==> src/lcdi2c_pkg.sv <==
package lcdi2c_pkg;

    // Opcodes of an input item
    localparam logic [1:0] OP_PRINT   = 2'd0;
    localparam logic [1:0] OP_COMMAND = 2'd1;
    localparam logic [1:0] OP_CURSOR  = 2'd2;

    // Configuration register indexes
    localparam logic [1:0] CFG_COLUMNS   = 2'd0;
    localparam logic [1:0] CFG_ROWS      = 2'd1;
    localparam logic [1:0] CFG_BACKLIGHT = 2'd2;
    localparam logic [1:0] CFG_ADDRESS   = 2'd3;

    // Reset values of the configuration registers
    localparam logic [5:0] COLUMNS_RESET   = 6'd16;
    localparam logic [2:0] ROWS_RESET      = 3'd2;
    localparam logic       BACKLIGHT_RESET = 1'b1;
    localparam logic [6:0] ADDRESS_RESET   = 7'd39;

    localparam int unsigned CFG_DATA_W = 7;

    // LCD controller constants
    localparam logic       DDRAM_CMD_BIT = 1'b1;

    typedef struct packed {
        logic [5:0] columns;
        logic [2:0] rows;
        logic       backlight_on;
        logic [6:0] device_address;
    } cfg_t;

    // One LCD byte that becomes a four-byte expander write
    typedef struct packed {
        logic [7:0] data;
        logic       rs;
        logic       bl;
        logic [6:0] addr;
        logic       last;
    } job_t;

    // DDRAM start address of each display row
    function automatic logic [6:0] row_offset(input logic [1:0] row);
        logic [6:0] offs;
        case (row)
            2'd0:    offs = 7'h00;
            2'd1:    offs = 7'h40;
            2'd2:    offs = 7'h14;
            2'd3:    offs = 7'h54;
            default: offs = 7'h00;
        endcase
        return offs;
    endfunction

endpackage

==> src/lcdi2c_front.sv <==
module lcdi2c_front
    import lcdi2c_pkg::*;
(
    input  logic       clk,
    input  logic       rst_n,
    input  logic       push,
    output logic       full,
    input  logic [1:0] opcode,
    input  logic [7:0] value,
    input  logic [5:0] cursor_column,
    input  logic [1:0] cursor_row,
    input  logic       string_start,
    input  cfg_t       cfg,
    input  logic       q_full,
    output logic       q_push,
    output job_t       q_data
);

    logic [5:0] print_column_reg, print_column_next;
    logic [1:0] print_row_reg, print_row_next;
    logic       pending_valid_reg, pending_valid_next;
    job_t       pending_reg, pending_next;

    logic       accept;
    logic [5:0] col_cur;
    logic [1:0] row_cur;
    logic [2:0] eff_rows;
    logic       wrap;
    logic [2:0] row_inc;
    logic [1:0] wrap_row;
    logic [1:0] clamp_row;
    logic [6:0] cursor_addr;
    logic       first_valid;
    job_t       first_job;

    assign full   = pending_valid_reg || q_full;
    assign accept = push && !full;

    always_comb
    begin
        col_cur = string_start ? 6'd0 : print_column_reg;
        row_cur = string_start ? 2'd0 : print_row_reg;

        if (cfg.rows == 3'd0)
            eff_rows = 3'd1;
        else if (cfg.rows > 3'd4)
            eff_rows = 3'd4;
        else
            eff_rows = cfg.rows;

        wrap     = (col_cur >= cfg.columns);
        row_inc  = {1'b0, row_cur} + 3'd1;
        wrap_row = (row_inc >= eff_rows) ? 2'd0 : row_inc[1:0];

        if ({1'b0, cursor_row} >= eff_rows)
            clamp_row = 2'(eff_rows - 3'd1);
        else
            clamp_row = cursor_row;
        cursor_addr = {1'b0, cursor_column} + row_offset(clamp_row);
    end

    always_comb
    begin
        first_valid        = 1'b0;
        first_job.data     = value;
        first_job.rs       = 1'b0;
        first_job.bl       = cfg.backlight_on;
        first_job.addr     = cfg.device_address;
        first_job.last     = 1'b1;
        pending_next       = pending_reg;
        pending_valid_next = pending_valid_reg;
        print_column_next  = print_column_reg;
        print_row_next     = print_row_reg;

        // drain the held character once the queue has room
        if (pending_valid_reg && !q_full)
            pending_valid_next = 1'b0;

        if (accept)
        begin
            case (opcode)
                OP_PRINT:
                begin
                    first_valid = 1'b1;
                    if (wrap)
                    begin
                        first_job.data      = {DDRAM_CMD_BIT, row_offset(wrap_row)};
                        first_job.last      = 1'b0;
                        pending_next        = first_job;
                        pending_next.data   = value;
                        pending_next.rs     = 1'b1;
                        pending_next.last   = 1'b1;
                        pending_valid_next  = 1'b1;
                        print_column_next   = 6'd1;
                        print_row_next      = wrap_row;
                    end
                    else
                    begin
                        first_job.rs      = 1'b1;
                        print_column_next = col_cur + 6'd1;
                        print_row_next    = row_cur;
                    end
                end
                OP_COMMAND:
                    first_valid = 1'b1;
                OP_CURSOR:
                begin
                    first_valid    = 1'b1;
                    first_job.data = {DDRAM_CMD_BIT, cursor_addr};
                end
                default:
                    first_valid = 1'b0;
            endcase
        end
    end

    assign q_push = pending_valid_reg ? !q_full : (accept && first_valid);
    assign q_data = pending_valid_reg ? pending_reg : first_job;

    always_ff @(posedge clk or negedge rst_n)
    begin
        if (!rst_n)
        begin
            print_column_reg  <= '0;
            print_row_reg     <= '0;
            pending_valid_reg <= 1'b0;
        end
        else
        begin
            print_column_reg  <= print_column_next;
            print_row_reg     <= print_row_next;
            pending_valid_reg <= pending_valid_next;
        end
    end

    always_ff @(posedge clk)
    begin
        pending_reg <= pending_next;
    end

endmodule

==> src/lcdi2c_queue.sv <==
module lcdi2c_queue
    import lcdi2c_pkg::*;
#(
    parameter int unsigned DEPTH = 4
)
(
    input  logic clk,
    input  logic rst_n,
    input  logic wr_en,
    input  job_t wr_data,
    output logic q_full,
    input  logic rd_en,
    output job_t rd_data,
    output logic q_empty
);

    localparam int unsigned PTR_W = (DEPTH > 1) ? $clog2(DEPTH) : 1;
    localparam int unsigned CNT_W = $clog2(DEPTH + 1);
    localparam logic [PTR_W-1:0] PTR_LAST = PTR_W'(DEPTH - 1);
    localparam logic [CNT_W-1:0] CNT_FULL = CNT_W'(DEPTH);

    job_t             mem [DEPTH];
    logic [PTR_W-1:0] wr_ptr_reg, rd_ptr_reg;
    logic [CNT_W-1:0] count_reg;
    logic             do_wr, do_rd;

    assign q_full  = (count_reg == CNT_FULL);
    assign q_empty = (count_reg == '0);
    assign do_wr   = wr_en && !q_full;
    assign do_rd   = rd_en && !q_empty;
    assign rd_data = mem[rd_ptr_reg];

    always_ff @(posedge clk)
    begin
        if (do_wr)
            mem[wr_ptr_reg] <= wr_data;
    end

    always_ff @(posedge clk or negedge rst_n)
    begin
        if (!rst_n)
        begin
            wr_ptr_reg <= '0;
            rd_ptr_reg <= '0;
            count_reg  <= '0;
        end
        else
        begin
            if (do_wr)
                wr_ptr_reg <= (wr_ptr_reg == PTR_LAST) ? '0 : wr_ptr_reg + 1'b1;
            if (do_rd)
                rd_ptr_reg <= (rd_ptr_reg == PTR_LAST) ? '0 : rd_ptr_reg + 1'b1;
            if (do_wr && !do_rd)
                count_reg <= count_reg + 1'b1;
            else if (do_rd && !do_wr)
                count_reg <= count_reg - 1'b1;
        end
    end

endmodule

==> src/lcdi2c_back.sv <==
module lcdi2c_back
    import lcdi2c_pkg::*;
(
    input  logic       clk,
    input  logic       rst_n,
    input  job_t       rd_data,
    input  logic       q_empty,
    output logic       rd_en,
    output logic       empty,
    input  logic       pop,
    output logic [7:0] bus_byte,
    output logic [6:0] target_address,
    output logic       transfer_end,
    output logic       last
);

    logic       busy_reg, busy_next;
    logic [1:0] phase_reg, phase_next;
    job_t       job_reg, job_next;

    logic       advance;
    logic       load;
    logic [3:0] nibble;

    assign advance = pop && busy_reg;
    assign load    = !busy_reg || (advance && phase_reg == 2'd3);
    assign rd_en   = load && !q_empty;

    always_comb
    begin
        busy_next  = busy_reg;
        phase_next = phase_reg;
        job_next   = job_reg;
        if (load)
        begin
            busy_next  = !q_empty;
            phase_next = 2'd0;
            job_next   = rd_data;
        end
        else if (advance)
            phase_next = phase_reg + 2'd1;
    end

    // high nibble first, each one strobed with enable high then low
    assign nibble         = phase_reg[1] ? job_reg.data[3:0] : job_reg.data[7:4];
    assign bus_byte       = {nibble, job_reg.bl, !phase_reg[0], 1'b0, job_reg.rs};
    assign target_address = job_reg.addr;
    assign transfer_end   = (phase_reg == 2'd3);
    assign last           = job_reg.last && (phase_reg == 2'd3);
    assign empty          = !busy_reg;

    always_ff @(posedge clk or negedge rst_n)
    begin
        if (!rst_n)
        begin
            busy_reg  <= 1'b0;
            phase_reg <= 2'd0;
        end
        else
        begin
            busy_reg  <= busy_next;
            phase_reg <= phase_next;
        end
    end

    always_ff @(posedge clk)
    begin
        job_reg <= job_next;
    end

endmodule

==> src/char_lcd_i2c_nibble_formatter.sv <==
// An accepted item is written into the job queue and then loaded into the serializer's job
// register when the serializer is idle, which puts its first result byte on the output ports.
// The nibble serializer turns each LCD byte into four output bytes; an item yields one LCD
// byte, or two for a print that wraps to the next row; opcode three yields nothing.
// The input side takes a new item each cycle while the job queue has room; a wrapping print
// holds full high while its second job waits to enter the queue.
// Reset (rst_n low, asynchronous): configuration returns to 16 columns, 2 rows, backlight
// on, address 39; print position goes to column 0, row 0; queue and serializer empty.
module char_lcd_i2c_nibble_formatter
    import lcdi2c_pkg::*;
#(
    parameter int unsigned QUEUE_DEPTH = 4
)
(
    input  logic                  clk,
    input  logic                  rst_n,
    // input item channel
    input  logic                  push,
    output logic                  full,
    input  logic [1:0]            opcode,
    input  logic [7:0]            value,
    input  logic [5:0]            cursor_column,
    input  logic [1:0]            cursor_row,
    input  logic                  string_start,
    // result channel
    output logic                  empty,
    input  logic                  pop,
    output logic [7:0]            bus_byte,
    output logic [6:0]            target_address,
    output logic                  transfer_end,
    output logic                  last,
    // configuration write port
    input  logic                  cfg_write,
    input  logic [1:0]            cfg_index,
    input  logic [CFG_DATA_W-1:0] cfg_data
);

    cfg_t cfg_reg;

    logic q_full, q_empty, q_push, q_pop;
    job_t q_wr_data, q_rd_data;

    // Configuration registers; to be written only while the block is idle, a rule on the user
    // that the block itself does not enforce, so the front end samples them directly.
    always_ff @(posedge clk or negedge rst_n)
    begin
        if (!rst_n)
        begin
            cfg_reg.columns        <= COLUMNS_RESET;
            cfg_reg.rows           <= ROWS_RESET;
            cfg_reg.backlight_on   <= BACKLIGHT_RESET;
            cfg_reg.device_address <= ADDRESS_RESET;
        end
        else if (cfg_write)
        begin
            case (cfg_index)
                CFG_COLUMNS:   cfg_reg.columns        <= cfg_data[5:0];
                CFG_ROWS:      cfg_reg.rows           <= cfg_data[2:0];
                CFG_BACKLIGHT: cfg_reg.backlight_on   <= cfg_data[0];
                CFG_ADDRESS:   cfg_reg.device_address <= cfg_data[6:0];
                default:       cfg_reg                <= cfg_reg;
            endcase
        end
    end

    // Front end: classify each transaction, track the print position and
    // turn it into at most two LCD-byte jobs (cursor move ahead of a wrapped
    // character).
    lcdi2c_front u_front (
        .clk           (clk),
        .rst_n         (rst_n),
        .push          (push),
        .full          (full),
        .opcode        (opcode),
        .value         (value),
        .cursor_column (cursor_column),
        .cursor_row    (cursor_row),
        .string_start  (string_start),
        .cfg           (cfg_reg),
        .q_full        (q_full),
        .q_push        (q_push),
        .q_data        (q_wr_data)
    );

    // Job queue: decouple classification from the slow byte serializer.
    lcdi2c_queue #(
        .DEPTH (QUEUE_DEPTH)
    ) u_queue (
        .clk     (clk),
        .rst_n   (rst_n),
        .wr_en   (q_push),
        .wr_data (q_wr_data),
        .q_full  (q_full),
        .rd_en   (q_pop),
        .rd_data (q_rd_data),
        .q_empty (q_empty)
    );

    // Back end: expand each job into four expander bytes, hold each one on
    // the result ports until it is popped.
    lcdi2c_back u_back (
        .clk            (clk),
        .rst_n          (rst_n),
        .rd_data        (q_rd_data),
        .q_empty        (q_empty),
        .rd_en          (q_pop),
        .empty          (empty),
        .pop            (pop),
        .bus_byte       (bus_byte),
        .target_address (target_address),
        .transfer_end   (transfer_end),
        .last           (last)
    );

endmodule
==> config.mk <==
export PLATFORM = sky130hd
export DESIGN_NAME = char_lcd_i2c_nibble_formatter
export DESIGN_NICKNAME = d
export VERILOG_FILES = /design/src/lcdi2c_pkg.sv /design/src/lcdi2c_front.sv /design/src/lcdi2c_queue.sv /design/src/lcdi2c_back.sv /design/src/char_lcd_i2c_nibble_formatter.sv
export SDC_FILE = /design/constraint.sdc
export NUM_CORES = 1
export LEC_CHECK = 0
export BUFFER_PORTS_ARGS = -buffer_cell sky130_fd_sc_hd__buf_4
export CAP_MARGIN = 40
export CORE_MARGIN = 8
export CORE_UTILIZATION = 59
export DETAILED_ROUTE_END_ITERATION = 6
export GPL_TIMING_DRIVEN = 0
export PLACE_DENSITY_LB_ADDON = 0.2
export SETUP_SLACK_MARGIN = 0.2
export SLEW_MARGIN = 5
export SYNTH_ARGS = -nofsm -noshare
export SYNTH_HDL_FRONTEND = slang
export SYNTH_SLANG_ARGS = --single-unit
==> constraint.sdc <==
create_clock -name clk -period 3 [get_ports clk]
set_input_delay 0.45 -clock clk [delete_from_list [all_inputs] [get_ports clk]]
set_output_delay 0.45 -clock clk [all_outputs]
set_load 0.05 [all_outputs]
; ---- Word level (Yosys, flattened, before mapping)
; Memories as Yosys holds them, arrays and structs flattened. A register that Yosys moved wholly into a read port is not among the register bits.
; Index checks and enable logic that the tools add are counted.
[op_classes]
mux = 34
n_reduce_logical = 35
n_eq_ne = 15
n_lt_le_gt_ge = 4
n_addsub = 9
[ops]
columns = op, count
row1 = 7-bit case mux with 4 select lines, 2
row2 = 2-bit equality test (second input constant), 10
row3 = 18-bit 2-to-1 mux, 1
row4 = 2-bit 2-to-1 mux, 8
row5 = 8-bit case mux with 2 select lines, 1
row6 = 1-bit 2-to-1 mux, 13
row7 = 3-bit 2-to-1 mux, 4
row8 = 6-bit 2-to-1 mux, 2
row9 = 1-bit logical AND, 11
row10 = 2-bit AND reduction, 5
row11 = 9-bit 2-to-1 mux, 1
row12 = 2-bit by 1-bit equality test with 1-bit output (second input constant), 4
row13 = 2-bit logical NOT, 4
row14 = 8-bit 2-to-1 mux, 1
row15 = 6-bit by 7-bit adder with 7-bit output, 1
row16 = 1-bit logical NOT, 7
row17 = 2-bit by 1-bit adder with 2-bit output (second input constant), 3
row18 = 6-bit by 1-bit adder with 6-bit output (second input constant), 1
row19 = 6-bit >= comparator, 1
row20 = 3-bit logical NOT, 2
row21 = 4-bit 2-to-1 mux, 1
row22 = 2-bit nonzero test, 2
row23 = 2-bit by 1-bit adder with 3-bit output (second input constant), 1
row24 = 3-bit by 1-bit adder with 3-bit output (second input constant), 1
row25 = other kinds (9), 10
[totals]
input_bits = 33
n_memories = 1
wordCells = 113
mem_bits_rw = 72
output_inout_bits = 19
regBits = 52
[mem_list]
columns = name, depth, width, read_ports, rd_clocked_by_memory_dff, write_ports, line
row1 = u_queue.mem, 4, 18, 1, 1, 1, lcdi2c_queue.sv:22  ; job_t mem [DEPTH];

; ---- Depth between registers and ports, before layout
[logic_depth]
depth_word = 12
ltp_mapped = 12
ltp_nobuf = 12

; ---- Modules after synthesis
; A second synthesis with hierarchy kept.
[hier_totals]
hier_cells = 399
area_unflattened_um2 = 6284.8
[modules_own_cells]
columns = module, seq_area_each_um2, cells_each, n_inst, area_each_um2
row1 = lcdi2c_queue, 2337.2, 131, 1, 3034.2
row2 = lcdi2c_front, 705.7, 181, 1, 1744.2
row3 = lcdi2c_back, 615.6, 49, 1, 837.1
row4 = char_lcd_i2c_nibble_formatter, 434.2, 38, 1, 669.4

; ---- Worst setup path before layout
; OpenSTA, ideal clock, no wires.
[synth_path]
kind = register to register
start = register cfg_reg[9] in the netlist's numbering
end = memory u_queue.mem[0][14] in the netlist's numbering, data pin
synth_period_minus_slack_ps = 2768
setup_ps = 275
stages_incl_launch_ff = 12
required_time_ps = 2725
setup_slack_ps = 232
path_buffers = 0
t_arrival_ps = 2493
path_cell_list = dfstp_2 > a21oi_1 > ha_1 > nand2b_1 > a31o_2 > mux2i_4 > ha_1 > ha_1 > xnor2_1 > xnor2_1 > a221oi_1 > a21oi_1
[synth_rtl]
columns = item, line
row1 = start: declaration, char_lcd_i2c_nibble_formatter.sv:38  ; cfg_t cfg_reg;
row2 = start signal: assignment, char_lcd_i2c_nibble_formatter.sv:61  ; default: cfg_reg <= cfg_reg;
row3 = end: declaration, lcdi2c_queue.sv:22

==> results_dict.tcl <==
set metrics [dict create \
    synth_fp_nets 467 \
    status "completed" \
    power_switching_mw 1.94 \
    drc_errors 0 \
    grt_pass1_wl_um 19200 \
    row_count 37 \
    worst_path_max_delay_cell "dfstp_2" \
    cp-start-kind "register" \
    async_flop_share 0.254 \
    worst-setup-path-type "register to register" \
    synthCells 411 \
    setup_viol 0 \
    power.share.switching 0.304 \
    cp.arrival_ns 3.07 \
    path_cells "a21oi_4, ha_1, nand2b_4, a31o_4, mux2i_4, ha_4, ha_4, xnor2_2, xnor2_1, a221oi_2, a21oi_2" \
    r2r_start "cfg_reg[9]$_DFFE_PN1P_" \
    clock.fmax_mhz 355 \
    via_per_inst 5.57 \
    cp_common_cell "ha_4" \
    synth_warnings 0 \
    whs_path_depth 1 \
    antenna_found_initial 0 \
    synth_area_um2 6300 \
    first_iter_violations 231 \
    internal-power_mw 4.45 \
    power_mw 6.39 \
    period_needed_ns 2.82 \
    hold_viol 0 \
    synth_area_leaders "edfxtp_1, dfrtp_1, mux4_2" \
    finalWirelength_um 11600 \
    slew_viol_final 0 \
    die_x_um 119 \
    first_pass_iters 4 \
    leakagePower_nw 2.92 \
    min_to "u_front.pending_reg[10]$_DFFE_PP_" \
    core_area_um2 10300 \
    path_delay_family "compound AO/OA/AOI/OAI gates" \
    r2r_end "u_queue.mem[3][14]$_DFFE_PP_" \
    drive_gt1_frac 0.352 \
    max_stage_delay_ns 0.58 \
    port_buffers 50 \
    cts.sinks 142 \
    finalCritPeriodShare 0.940 \
    path_clk_slew_ns 0.06 \
    ff2ff_path_depth 11 \
    globalRouteOverflowTotal 0 \
    slew-limit-headroom 0.477 \
    synthMostInstantiatedCell "edfxtp_1" \
    clock_path_buffers 2 \
    largest_reg_flops 72 \
    vias 3545 \
    synth_seq_area_share 0.650 \
    h-tree-depth 4 \
    hold_path_class "primary input to register" \
    r2r_setup_slack_ns 0.18 \
    synth_seq_cells 142 \
    drtAntennaViolNets 0 \
    dieHeight_um 119 \
    p_seq_frac 0.430 \
    diodes 0 \
    area_delta_synth_final_pct 19.9 \
    p_per_area_nw_per_um2 847 \
    pwr-share-comb 0.275 \
    io_pins 52 \
    worstHoldStart "value[0]" \
    synth_edf_count 106 \
    synthFlopType "edfxtp_1" \
    dp_hpwl_um 8060 \
    grt_start_max_net_pins 37 \
    ir_drop_mv 0.466 \
    power_frac_clock 0.295 \
    grt_pass1_vias 3780 \
    yosysTopAreaCell "edfxtp_1" \
    yosys-top-cells-count "edfxtp_1, dfrtp_1, mux2_2" \
    cts_buffers 17 \
    fin_nets 543 \
    start_util 0.610 \
    gp_congestion 0.783 \
    ys_types 52 \
    crit_required_ns 3.25 \
    synth_top_area_frac 0.506 \
    die_area_um2 14200 \
    worst_pin_slew_ns 0.782 \
    wl_per_cell_um 18.2 \
    endpoint_kind "register" \
    cts_tree "yes" \
    path_max_fanout 4 \
    rsz0062_at_grt "yes" \
    drv_cap 0 \
    fill_cells 666 \
    finClkSkew_ns 0.0113 \
    cp_num_buf_inv 0 \
    grt_usage 0.173 \
    syn_avg_cell_area_um2 15.3 \
    finish.utilization 0.731 \
    clock_latency_ns 0.52 \
    root_buffer "clkbuf_8" \
]
[metal layers]
layer	up-vias	track usage	share of wire
met2	76	0.290	0.51
li1	1677	-	-
met4	0	0.0578	0.010
met3	13	0.0538	0.050
met1	1779	0.209	0.43
met5	-	0	0
[per-stage QoR]
step | TNS, ns | setup WS [ns] | instance area, µm² | instances | hold WS [ns]
3_3_place_gp | -0.277 | -0.0692 | 6840 | 597 | 0.440
5_1_grt | 0 | 0.0935 | 7550 | 636 | 0.0985
4_1_cts | 0 | 0.211 | 7480 | 635 | 0.0997
6_report | 0 | 0.180 | 7550 | 636 | 0.120
3_5_place_dp | -0.467 | -0.0829 | 6900 | 601 | 0.452
2_1_floorplan | 0 | 0.232 | 6300 | 411 | 0.154
[layout by cell type, fill, tap and decap left out, drive strengths merged, types with 18 or more instances in the layout]
cell type / synthesis / routed
dfrtp: 29 / 29
inv: 24 / 26
buf: 14 / 70
nand2: 22 / 22
mux2: 29 / 29
ha: 22 / 22
edfxtp: 106 / 106
clkbuf: 8 / 25
o21ai: 19 / 19
mux4: 18 / 18
[worst max path at each step]
stage	cells past startpoint	slack (ns)	from	end
floorplan	11	0.23	cfg_reg[9]$_DFFE_PN1P_	u_queue.mem[0][14]$_DFFE_PP_
global placement	11	-0.07	string_start	u_queue.mem[0][16]$_DFFE_PP_
detailed placement	12	-0.08	cfg_reg[8]$_DFFE_PN0P_	u_queue.mem[3][14]$_DFFE_PP_
CTS	11	0.21	cfg_reg[9]$_DFFE_PN1P_	u_queue.mem[1][14]$_DFFE_PP_
global route	11	0.09	cfg_reg[9]$_DFFE_PN1P_	u_queue.mem[2][14]$_DFFE_PP_
finish	11	0.18	cfg_reg[9]$_DFFE_PN1P_	u_queue.mem[3][14]$_DFFE_PP_
[repair_timing]
action | in CTS | in global routing
gates resized for setup | 6 | 10
hold buffers | 1 | 0
pin swaps | 6 | 11
setup endpoints to repair | 20 | 16
buffers inserted | 1 | 1
endpoints found under the hold margin | 29 | 0
[power groups by stage]
stage | clock network, mW | logic, mW | registers (mW)
after floorplan | 0 | 1.25 | 2.73
after global placement | 0 | 1.61 | 2.76
after detailed placement | 0 | 1.72 | 2.78
after CTS | 1.91 | 1.75 | 2.75
after global routing | 1.99 | 1.93 | 2.79
final | 1.89 | 1.76 | 2.75
[cells by family (layout without fill, tap and decap cells)]
family / Yosys count / in the layout / synth area share
DFF: 142 / 142 / 0.650
and+or+nand+nor: 88 / 88 / 0.0805
AOI/OAI and AO/OA: 53 / 53 / 0.0537
muxes: 49 / 49 / 0.121
buffers and inverters: 46 / 135 / 0.0340
adders and majority gates: 25 / 25 / 0.0501
xor gates and xnor gates: 7 / 7 / 0.00974
other: 1 / 1 / 0.000596
[area by class of cell]
cell class	count	area [µm²]	share of cell area
well taps	136	170	0.0225
inverters	24	90.1	0.0119
multi-input cells	223	2080	0.275
repair buffers	57	460	0.0610
plain buffers	22	124	0.0164
flip-flops and latches	142	4090	0.542
clock inverters	15	123	0.0162
clock buffers	17	414	0.0548
[worst reg2reg max path, stage by stage (launching register included)]
cell and delay [ns]:
dfstp_2 0.58, a21oi_4 0.08, ha_1 0.30, nand2b_4 0.14
a31o_4 0.23, mux2i_4 0.20, ha_4 0.19, ha_4 0.17
xnor2_2 0.13, xnor2_1 0.14, a221oi_2 0.27, a21oi_2 0.13
(Power assumes the default switching activity.)
